File: src/design/tdpp_pkg.sv
// ----------------------------------------------------------------------------
// tdpp_pkg
// Shared types and constants of the trial division prime power factorizer.
// ----------------------------------------------------------------------------
package tdpp_pkg;

   localparam int VALUE_BITS_DEFAULT = 32;  // default width of the value used
   localparam int IN_BITS            = 32;  // width of the value field
   localparam int FP_BITS            = 32;  // width of a factor power result
   localparam int DIV_BITS           = 17;  // width of the trial divisor

   typedef struct packed {
      logic [IN_BITS-1:0] value;
   } tdpp_req_type;

   typedef struct packed {
      logic [FP_BITS-1:0] factor_power;
      logic               is_leftover;
      logic               empty_res;
      logic               last;
   } tdpp_rsp_type;

endpackage

File: src/design/tdpp_stream_if.sv
// ----------------------------------------------------------------------------
// tdpp_stream_if
// Valid/ready channel carrying one payload item per transfer.
// ----------------------------------------------------------------------------
interface tdpp_stream_if #(
   parameter type data_type = logic
) ();
   logic     valid;
   logic     ready;
   data_type data;

   modport source (output valid, output data, input ready);
   modport sink   (input valid, input data, output ready);
endinterface

File: src/design/trial_division_prime_powers.sv
// ----------------------------------------------------------------------------
// trial_division_prime_powers
// Factors an unsigned integer by trial division with 2, 3, 5, 7, 9, ... and
// streams d, d^2, ..., d^k per dividing prime d, then any leftover cofactor.
// ----------------------------------------------------------------------------
//
//   channel   direction  payload                                         role
//   req_bus   in         value                                           number to factor
//   rsp_bus   out        factor_power, is_leftover, empty_res, last      one result per transfer
//
// one trial division runs on the shared shift-subtract divider (load, one
// quotient bit per cycle over NB bits, decide), NB being VALUE_BITS capped
// at the 32-bit field
// reset is synchronous and active high; it returns the sequencer to idle
// req_bus.ready is high only while idle and out of reset; a stalled result
// holds the sequencer
//
module trial_division_prime_powers
   import tdpp_pkg::*;
#(
   parameter int VALUE_BITS = VALUE_BITS_DEFAULT
) (
   input logic                  clock,
   input logic                  reset,
   tdpp_stream_if.sink          req_bus,
   tdpp_stream_if.source        rsp_bus
);

   // value bits actually used: the input field is only IN_BITS wide
   localparam int NB    = (VALUE_BITS < IN_BITS) ? VALUE_BITS : IN_BITS;
   localparam int CW    = (NB > DIV_BITS) ? NB : DIV_BITS;
   localparam int CNT_W = $clog2(NB);
   localparam int PW    = NB + DIV_BITS;

   // sequencer states
   localparam logic [2:0] S_IDLE     = 3'd0;
   localparam logic [2:0] S_LOAD     = 3'd1;  // set up the divider
   localparam logic [2:0] S_DIV      = 3'd2;  // one quotient bit per cycle
   localparam logic [2:0] S_DECIDE   = 3'd3;  // act on quotient and remainder
   localparam logic [2:0] S_WAIT_DIV = 3'd4;  // result out, then divide again
   localparam logic [2:0] S_FINISH   = 3'd5;  // flush held result, leftover
   localparam logic [2:0] S_WAIT_FIN = 3'd6;  // result out, then finish
   localparam logic [2:0] S_WAIT_END = 3'd7;  // final result out, then idle

   logic [2:0]          state_ff, state_in;
   logic [NB-1:0]       n_ff, n_in;          // running remainder of the value
   logic [DIV_BITS-1:0] d_ff, d_in;          // trial divisor
   logic [NB-1:0]       power_ff, power_in;  // next power of d to report
   logic                head_ff, head_in;    // first division with this d
   logic [NB-1:0]       quo_ff, quo_in;      // divider quotient / dividend
   logic [DIV_BITS-1:0] rem_ff, rem_in;      // divider partial remainder
   logic [CNT_W-1:0]    cnt_ff, cnt_in;
   logic [NB-1:0]       pend_ff, pend_in;    // result held until last is known
   logic                pend_valid_ff, pend_valid_in;
   tdpp_rsp_type        out_ff, out_in;
   logic                out_valid_ff, out_valid_in;

   logic [DIV_BITS:0]   trial;
   logic [DIV_BITS:0]   diff;
   logic                fits;
   logic [PW-1:0]       prod;
   logic [DIV_BITS-1:0] d_step;
   logic [NB-1:0]       value_n;
   logic                rsp_done;

   assign req_bus.ready = (state_ff == S_IDLE) && !reset;
   assign rsp_bus.valid = out_valid_ff;
   assign rsp_bus.data  = out_ff;
   assign rsp_done      = out_valid_ff && rsp_bus.ready;

   assign value_n = req_bus.data.value[NB-1:0];

   // shift-subtract step: bring in the next dividend bit, subtract d if it fits
   assign trial = {rem_ff, quo_ff[NB-1]};
   assign diff  = trial - {1'b0, d_ff};
   assign fits  = (trial >= {1'b0, d_ff});

   // next power of d once d has divided again
   assign prod   = PW'(power_ff) * PW'(d_ff);
   // 2 is followed by 3, then every odd number
   assign d_step = (d_ff == DIV_BITS'(2)) ? DIV_BITS'(3) : d_ff + DIV_BITS'(2);

   always_comb begin
      state_in      = state_ff;
      n_in          = n_ff;
      d_in          = d_ff;
      power_in      = power_ff;
      head_in       = head_ff;
      quo_in        = quo_ff;
      rem_in        = rem_ff;
      cnt_in        = cnt_ff;
      pend_in       = pend_ff;
      pend_valid_in = pend_valid_ff;
      out_in        = out_ff;
      out_valid_in  = out_valid_ff;

      if (rsp_done) begin
         out_valid_in = 1'b0;
      end

      unique case (state_ff)
         S_IDLE: begin
            if (req_bus.valid) begin
               n_in          = value_n;
               d_in          = DIV_BITS'(2);
               power_in      = NB'(2);
               head_in       = 1'b1;
               pend_valid_in = 1'b0;
               if (value_n <= NB'(1)) begin
                  // zero or one: a single empty result
                  out_in.factor_power = FP_BITS'(value_n);
                  out_in.is_leftover  = 1'b0;
                  out_in.empty_res    = 1'b1;
                  out_in.last         = 1'b1;
                  out_valid_in        = 1'b1;
                  state_in            = S_WAIT_END;
               end else begin
                  state_in = S_LOAD;
               end
            end
         end
         S_LOAD: begin
            quo_in   = n_ff;
            rem_in   = '0;
            cnt_in   = CNT_W'(NB - 1);
            state_in = S_DIV;
         end
         S_DIV: begin
            quo_in = {quo_ff[NB-2:0], fits};
            rem_in = fits ? diff[DIV_BITS-1:0] : trial[DIV_BITS-1:0];
            cnt_in = cnt_ff - CNT_W'(1);
            if (cnt_ff == '0) begin
               state_in = S_DECIDE;
            end
         end
         S_DECIDE: begin
            if (head_ff && (CW'(d_ff) > CW'(quo_ff))) begin
               // d * d exceeds the remainder: trial division is over
               state_in = S_FINISH;
            end else if (rem_ff == '0) begin
               // d divides: record its power, keep dividing by d
               n_in          = quo_ff;
               power_in      = prod[NB-1:0];
               head_in       = 1'b0;
               pend_in       = power_ff;
               pend_valid_in = 1'b1;
               state_in      = S_LOAD;
               if (pend_valid_ff) begin
                  // an older result exists, so it is not the last one
                  out_in.factor_power = FP_BITS'(pend_ff);
                  out_in.is_leftover  = 1'b0;
                  out_in.empty_res    = 1'b0;
                  out_in.last         = 1'b0;
                  out_valid_in        = 1'b1;
                  state_in            = S_WAIT_DIV;
               end
            end else begin
               d_in     = d_step;
               power_in = NB'(d_step);
               head_in  = 1'b1;
               state_in = S_LOAD;
            end
         end
         S_WAIT_DIV: begin
            if (rsp_done) begin
               state_in = S_LOAD;
            end
         end
         S_FINISH: begin
            out_in.empty_res = 1'b0;
            out_valid_in     = 1'b1;
            if (pend_valid_ff) begin
               out_in.factor_power = FP_BITS'(pend_ff);
               out_in.is_leftover  = 1'b0;
               pend_valid_in       = 1'b0;
               if (n_ff > NB'(1)) begin
                  out_in.last = 1'b0;
                  state_in    = S_WAIT_FIN;
               end else begin
                  out_in.last = 1'b1;
                  state_in    = S_WAIT_END;
               end
            end else begin
               // leftover cofactor above the square root
               out_in.factor_power = FP_BITS'(n_ff);
               out_in.is_leftover  = 1'b1;
               out_in.last         = 1'b1;
               state_in            = S_WAIT_END;
            end
         end
         S_WAIT_FIN: begin
            if (rsp_done) begin
               state_in = S_FINISH;
            end
         end
         S_WAIT_END: begin
            if (rsp_done) begin
               d_in     = DIV_BITS'(2);
               state_in = S_IDLE;
            end
         end
         default: begin
            state_in = S_IDLE;
         end
      endcase
   end

   always_ff @(posedge clock) begin
      if (reset) begin
         state_ff      <= S_IDLE;
         d_ff          <= DIV_BITS'(2);
         head_ff       <= 1'b0;
         cnt_ff        <= '0;
         pend_valid_ff <= 1'b0;
         out_valid_ff  <= 1'b0;
      end else begin
         state_ff      <= state_in;
         d_ff          <= d_in;
         head_ff       <= head_in;
         cnt_ff        <= cnt_in;
         pend_valid_ff <= pend_valid_in;
         out_valid_ff  <= out_valid_in;
      end
   end

   // payload registers
   always_ff @(posedge clock) begin
      n_ff     <= n_in;
      power_ff <= power_in;
      quo_ff   <= quo_in;
      rem_ff   <= rem_in;
      pend_ff  <= pend_in;
      out_ff   <= out_in;
   end

   // a transfer in makes the block busy at once
   a_busy_after_req: assert property (@(posedge clock) disable iff (reset)
      (req_bus.valid && req_bus.ready) |=> !req_bus.ready)
      else $error("accepted a second value while busy");

   // a result is only offered from one of the waiting states
   a_rsp_from_wait: assert property (@(posedge clock) disable iff (reset)
      rsp_bus.valid |-> (state_ff == S_WAIT_DIV || state_ff == S_WAIT_FIN ||
                         state_ff == S_WAIT_END))
      else $error("result offered outside a waiting state");

   // an empty result is always the only and final one
   a_empty_is_last: assert property (@(posedge clock) disable iff (reset)
      (rsp_bus.valid && rsp_bus.data.empty_res) |-> rsp_bus.data.last)
      else $error("empty result without last");

   // the trial divisor never drops below two
   a_divisor_min: assert property (@(posedge clock) disable iff (reset)
      d_ff >= DIV_BITS'(2))
      else $error("trial divisor below two");

   // leaving the final wait state needs the final transfer
   a_end_on_transfer: assert property (@(posedge clock) disable iff (reset)
      (state_ff == S_WAIT_END && !rsp_done) |=> state_ff == S_WAIT_END)
      else $error("left final wait without a transfer");

endmodule

File: src/flat_wrapper.sv
// flat-port wrapper written by rule: the top's interface ports become plain ports
module trial_division_prime_powers_flat import tdpp_pkg::*;
#(
   parameter int VALUE_BITS = VALUE_BITS_DEFAULT
)
  (clock, reset, req_bus_valid, req_bus_data, req_bus_ready, rsp_bus_valid, rsp_bus_data, rsp_bus_ready);
  tdpp_stream_if #(.data_type(tdpp_req_type)) req_bus_i ();
  tdpp_stream_if #(.data_type(tdpp_rsp_type)) rsp_bus_i ();
  input logic clock;
  input logic reset;
  input wire logic [$bits(req_bus_i.valid)-1:0] req_bus_valid;
  input wire logic [$bits(req_bus_i.data)-1:0] req_bus_data;
  output wire logic [$bits(req_bus_i.ready)-1:0] req_bus_ready;
  output wire logic [$bits(rsp_bus_i.valid)-1:0] rsp_bus_valid;
  output wire logic [$bits(rsp_bus_i.data)-1:0] rsp_bus_data;
  input wire logic [$bits(rsp_bus_i.ready)-1:0] rsp_bus_ready;
  assign req_bus_i.valid = req_bus_valid;
  assign req_bus_i.data = req_bus_data;
  assign req_bus_ready = req_bus_i.ready;
  assign rsp_bus_valid = rsp_bus_i.valid;
  assign rsp_bus_data = rsp_bus_i.data;
  assign rsp_bus_i.ready = rsp_bus_ready;
  trial_division_prime_powers #(.VALUE_BITS(VALUE_BITS)) u_core (.clock(clock), .reset(reset), .req_bus(req_bus_i), .rsp_bus(rsp_bus_i));
endmodule
File: config.mk
export PLATFORM = sky130hd
export DESIGN_NAME = trial_division_prime_powers_flat
export DESIGN_NICKNAME = d
export VERILOG_FILES = /design/src/design/tdpp_pkg.sv /design/src/design/tdpp_stream_if.sv /design/src/design/trial_division_prime_powers.sv /design/src/flat_wrapper.sv
export SDC_FILE = /design/constraint.sdc
export NUM_CORES = 1
export LEC_CHECK = 0
export BUFFER_PORTS_ARGS = -buffer_cell sky130_fd_sc_hd__buf_4
export CORE_MARGIN = 1.5
export CORE_UTILIZATION = 65
export DETAILED_ROUTE_END_ITERATION = 10
export PLACE_DENSITY = 0.83
export SLEW_MARGIN = 5
export SYNTH_ARGS = -nofsm -noshare
export SYNTH_HDL_FRONTEND = slang
export SYNTH_SLANG_ARGS = --single-unit
File: constraint.sdc
create_clock -name clock -period 8.53 [get_ports clock]
set_input_delay 1.706 -clock clock [delete_from_list [all_inputs] [get_ports clock]]
set_output_delay 1.706 -clock clock [all_outputs]
set_load 0.05 [all_outputs]
======== Word level (Yosys, flattened, before mapping) ========
Index checks and enable logic that the tools add are counted.
W data, S select, Z words.
operators by class
  add/subtract/negate cells ............... 3
  multipliers ............................. 1
  reduce and logical (&&, ||, !) cells .... 18
  bitwise operators ....................... 1
  equal/unequal tests ..................... 18
  order comparisons ....................... 4
  mux-type cells .......................... 54
operator list
  kind                     count
  $mux W32                 6
  $pmux W32 S2             3
  $mux W35                 5
  $pmux W35 S3             1
  $mux W17                 6
  $pmux W17 S3             1
  $pmux W17 S2             1
  $mux W33                 1
  $gt A17 B32 Y1           1
  $gt A32 B1 Y1 const B    1
  $le A32 B1 Y1 const B    1
  $mul A32 B17 Y32         1
  $mux W3                  9
  $pmux W3 S8              1
  $ge A18 B17 Y1           1
  $add A17 B2 Y17 const B  1
  $eq A17 B2 Y1 const B    1
  $logic_not A17 Y1        1
  $sub A17 B17 Y17         1
  $mux W1                  16
  $eq A3 B3 Y1 const B     4
  $ne A2 B1 Y1 const B     6
  $pmux W5 S2              1
  $reduce_and A5 Y1        2
  other kinds (16)         27
word-level totals
  logic and storage cells ................. 114
  input port bits ......................... 36
  flip-flop bits (word level) ............. 208
  output and inout port bits .............. 37

======== Logic depth before layout (Yosys ltp) ========
  depth in word-level cells ............... 6
  depth in mapped cells ................... 25
  gate-level depth less buffers ........... 23

======== Least setup slack after synthesis ========
Ideal clock, no wire load.
  path kind ............................... register to register
  from .................................... reg u_core.d_ff[8]
  to ...................................... reg u_core.power_ff[31] (data pin)
  setup slack ............................. 2.089 ns
  buffers on the path ..................... 2
  cell stages (with the launch flop) ...... 24
  data arrival time ....................... 6.174 ns
  clock period less this slack ............ 6.441 ns
  setup time .............................. 0.266 ns
  required time ........................... 8.264 ns
  path through ............................ dfxtp_1 > clkbuf_1 > buf_1 > nand2_1 > fa_1 > inv_1 > fa_1 > inv_1 > fa_1 > inv_1 > fa_1 > fa_1 > inv_1 > fa_1 > inv_1 > ha_1 > a211o_1 > or4_1 > o2111ai_1 > o21ai_2 > a211oi_2 > a21oi_1 > xnor2_1 > nor2_1
between the ends
  cells in the longest elaborated chain, start to end .. 4
ends and longest elaborated chain
  item                    RTL line                            source
  start, declared         trial_division_prime_powers.sv:47   logic [DIV_BITS-1:0] d_ff, d_in;
  start signal, assigned  trial_division_prime_powers.sv:218  d_ff <= d_in;
  $mul A32 B17 Y32        trial_division_prime_powers.sv:79   assign prod = PW'(power_ff) * PW'(d_ff);
  $mux W32                trial_division_prime_powers.sv:140  end else if (rem_ff == '0) begin
  $mux W32                trial_division_prime_powers.sv:137  if (head_ff && (CW'(d_ff) > CW'(quo_ff))) begin
  $pmux W32 S2            trial_division_prime_powers.sv:101  unique case (state_ff)
  end signal, assigned    trial_division_prime_powers.sv:229  power_ff <= power_in;
  end, declared           trial_division_prime_powers.sv:48   logic [NB-1:0] power_ff, power_in;
No other way between the ends. The select of a mux whose other input is x is not followed.
A chain may end at the register's enable or synchronous reset.

======== Worst setup path in the final report ========
  from .................................... reg u_core.d_ff[6]
  to ...................................... reg u_core.power_ff[31] (data pin)
Same word-level chain as after synthesis.

==> flow_summary.json <==
{
  "grt_pass1_wl_um": 96700,
  "crit_type": "reg2reg",
  "hold-worst-slack_ns": 0.507,
  "path_depth": 20,
  "rsz0062_at_grt": "no",
  "mappedNetlistArea_um2": 22400,
  "cp_max_fo": 31,
  "crit_start": "u_core.d_ff[6]",
  "initial_utilization_pct": 66.4,
  "reg2reg_to": "u_core.power_ff[31]",
  "max_stage_delay_ns": 1.11,
  "peakVddDrop_v": 0.000295,
  "setup_violations": 0,
  "worst_pin_slew_ns": 1.20,
  "gp_congestion": 0.924,
  "yosys.area.top_type": "fa_1",
  "areaGrowthSynthToFinish_pct": 7.52,
  "drtIter0Drc": 2120,
  "yosysSeqAreaShare_pct": 26.6,
  "grt_pass1_vias": 18000,
  "critPathRequiredTime_ns": 8.83,
  "cellPowerDensity_nw_per_um2": 238,
  "numCtsBuffers": 24,
  "numPortBuffers": 72,
  "drive_gt1_share_pct": 7.34,
  "swShare_pct": 45.7,
  "drt-total-wl_um": 58700,
  "drt_pass1_iterations": 9,
  "overflow": 0,
  "switchingPower_mw": 2.62,
  "synth_nets": 2844,
  "cts_tree": "yes",
  "setup-tns-final_ns": 0,
  "crit_slowest_cell": "dfxtp_1",
  "r2r-start": "u_core.d_ff[6]",
  "power.leakage_nw": 10.6,
  "status": "completed",
  "combPwrFrac_pct": 45.7,
  "hold_viol": 0,
  "crit_buf_inv": 4,
  "fp.dieArea_um2": 35600,
  "relSlewSlack_pct": 19.6,
  "power_frac_seq_pct": 36.0,
  "fmax_ghz": 0.136,
  "die_h_um": 189,
  "endpoint": "u_core.power_ff[31]",
  "ioPinCount": 73,
  "reg2reg_depth": 20,
  "cts_buffer_depth": 3,
  "start_kind": "flip-flop",
  "yosysTopAreaCellShare_pct": 28.6,
  "crit_chain": "and2_1 -> fa_1 -> inv_1 -> fa_1 -> fa_1 -> inv_1 -> fa_1 -> fa_1 -> inv_1 -> fa_1 -> inv_1 -> ha_1 -> a211o_1 -> or4_1 -> o2111ai_1 -> o21ai_2 -> a211oi_2 -> a21oi_1 -> xnor2_1 -> nor2_1",
  "ys_async_sr_fraction_pct": 0,
  "yosysUniqueCellTypes": 74,
  "synth_area_leaders": "fa_1 (29%), edfxtp_1 (24%), inv_1 (8.0%), nand2_1 (6.3%), ha_1 (5.8%)",
  "yosysMostFrequentCell": "inv_1",
  "report.final.slew_viol_count": 0,
  "end_kind": "flip-flop",
  "numClockSinks": 208,
  "clk_latency_ns": 0.56,
  "synth_seq_cells": 208,
  "worstPathArrival_ns": 7.65,
  "grt_max_degree": 64,
  "yosysWarnings": 0,
  "synth_cells": 2384,
  "gr-usage-all-layers_pct": 34.6,
  "avgRoutedWirePerCell_um": 20.5,
  "cap_violations": 0,
  "clkTransAtPathRegs_ns": 0.06,
  "syn_avg_cell_area_um2": 9.41,
  "critical_path.most_common_cell": "fa_1",
  "vias_per_cell": 6.08,
  "num_vias": 17400,
  "synth_common_cells": "inv_1 (478), nand2_1 (379), fa_1 (320), edfxtp_1 (180), and2_1 (156)",
  "finalCriticalPeriod_ns": 7.36,
  "intPower_mw": 3.12,
  "clock_skew_ns": 0.0353,
  "cts-root-buf": "clkbuf_16",
  "clockPowerShare_pct": 18.2,
  "fp.coreArea_um2": 33800,
  "cts_setup_buffers": 0,
  "nets": 2854,
  "cts_resized": 0,
  "dp_hpwl_um": 44000,
  "hold_path_class": "reg2reg",
  "drc": 0,
  "synth_edf_count": 180,
  "finalCritPeriodShare_pct": 86.2,
  "antenna_found_initial": 0,
  "crit_family": "adder cells",
  "hold_buffers": 0,
  "dieWidth_um": 189,
  "ant_nets": 0,
  "row_count": 67,
  "synthFlopType": "edfxtp_1",
  "htreeDepth": 1,
  "total_power_mw": 5.74,
  "rrSetupSlack_ns": 1.17
}
power groups by stage:
stage               combinational (mW)  clock (mW)  sequential (mW)
finish                            2.62        1.05             2.07
global route                      2.92        1.09             2.10
CTS                               2.61        1.05             2.04
detailed placement                2.57           0             2.05
global placement                  2.48           0             2.04
floorplan                         1.86           0             1.94
cell families (layout without fill, tap and decap cells):
logic type	after synthesis	after routing	synth area share [%]
simple gates	789	789	16.7
other cells	0	1	0
buf+inv	593	621	9.99
xor+xnor	77	77	3.01
flops	208	208	26.6
fa+ha+maj	424	424	34.4
mux	26	26	1.24
compound gates	267	267	8.11
cell usage in the layout, fill, tap and decap left out, types with 4 or more instances in the layout:
cell type / n
o21a_1: 13
nor4_1: 29
xnor2_1: 57
mux2i_1: 11
or3_1: 8
a211oi_1: 18
nand3_1: 20
clkbuf_16: 24
a21boi_0: 6
o211ai_1: 10
a31oi_1: 6
ha_1: 104
dfxtp_1: 28
nand2_1: 377
a22oi_1: 4
nor2b_1: 14
a21o_1: 10
fa_1: 320
o22ai_1: 7
nor3_1: 16
and2_1: 156
a31o_2: 4
clkinv_1: 5
edfxtp_1: 180
mux2_2: 15
nor2_2: 4
clkbuf_1: 4
nor2_1: 107
buf_4: 98
xor2_1: 20
inv_1: 478
nor4b_1: 6
a222oi_1: 32
nand4_1: 18
nand2b_1: 6
o21ai_0: 75
a21oi_1: 48
worst min path at each step:
stage,startpoint,endpoint,slack [ns],cells after the start
global route,u_core.cnt_ff[0],u_core.cnt_ff[0],0.54,1
CTS,u_core.cnt_ff[0],u_core.cnt_ff[0],0.51,1
finish,u_core.cnt_ff[0],u_core.cnt_ff[0],0.51,1
global placement,u_core.cnt_ff[0],u_core.cnt_ff[0],0.48,1
floorplan,u_core.power_ff[22],u_core.pend_ff[22],0.42,0
detailed placement,u_core.cnt_ff[0],u_core.cnt_ff[0],0.50,1
worst reg2reg max path, cell delays in order, from the launching register on:
cell and delay, ns:
dfxtp_1 1.11, and2_1 0.31, fa_1 0.43, inv_1 0.09, fa_1 0.44, fa_1 0.53
inv_1 0.06, fa_1 0.52, fa_1 0.52, inv_1 0.06, fa_1 0.53, inv_1 0.04
ha_1 0.35, a211o_1 0.31, or4_1 0.42, o2111ai_1 0.51, o21ai_2 0.20, a211oi_2 0.34
a21oi_1 0.13, xnor2_1 0.17, nor2_1 0.05
per-stage QoR:
| stage | area (µm²) | utilization [%] | worst slack (ns) | std cells |
|---|---|---|---|---|
| after floorplan | 22400 | - | 2.09 | 2384 |
| after global placement | 23300 | 69.1 | 1.44 | 2816 |
| after detailed placement | 23300 | 69.1 | 1.23 | 2816 |
| after CTS | 24100 | 71.4 | 1.21 | 2860 |
| after global routing | 24100 | 71.4 | 0.958 | 2860 |
| final | 24100 | 71.4 | 1.17 | 2861 |
layer usage:
| layer | track usage, % | up-vias | share of wire (%) |
|---|---|---|---|
| li1 | - | 7582 | - |
| met1 | 48.8 | 8545 | 39 |
| met2 | 54.2 | 1126 | 47 |
| met3 | 7.25 | 141 | 12 |
| met4 | 11.2 | 0 | 3.2 |
| met5 | 0 | - | 0 |
registers in the layout, summed over array words and instances, names as in the netlist:
signal / flops
u_core.rem_ff: 17
u_core.quo_ff: 32
u_core.n_ff: 32
u_core.pend_ff: 32
u_core.rsp_bus.valid: 1
u_core.d_ff: 17
u_core.head_ff: 1
u_core.state_ff: 3
u_core.rsp_bus.data: 35
u_core.cnt_ff: 5
u_core.power_ff: 32
u_core.pend_valid_ff: 1
cell type report:
type	instances	area, µm²
multi-input cells	1583	14300
clock inverters	16	173
fillers	2385	9660
repair buffers	98	736
inverters	479	1800
flip-flops and latches	208	5970
well taps	448	561
diodes	1	2.50
clock buffers	28	616
Power figures use the tool's default switching activity.
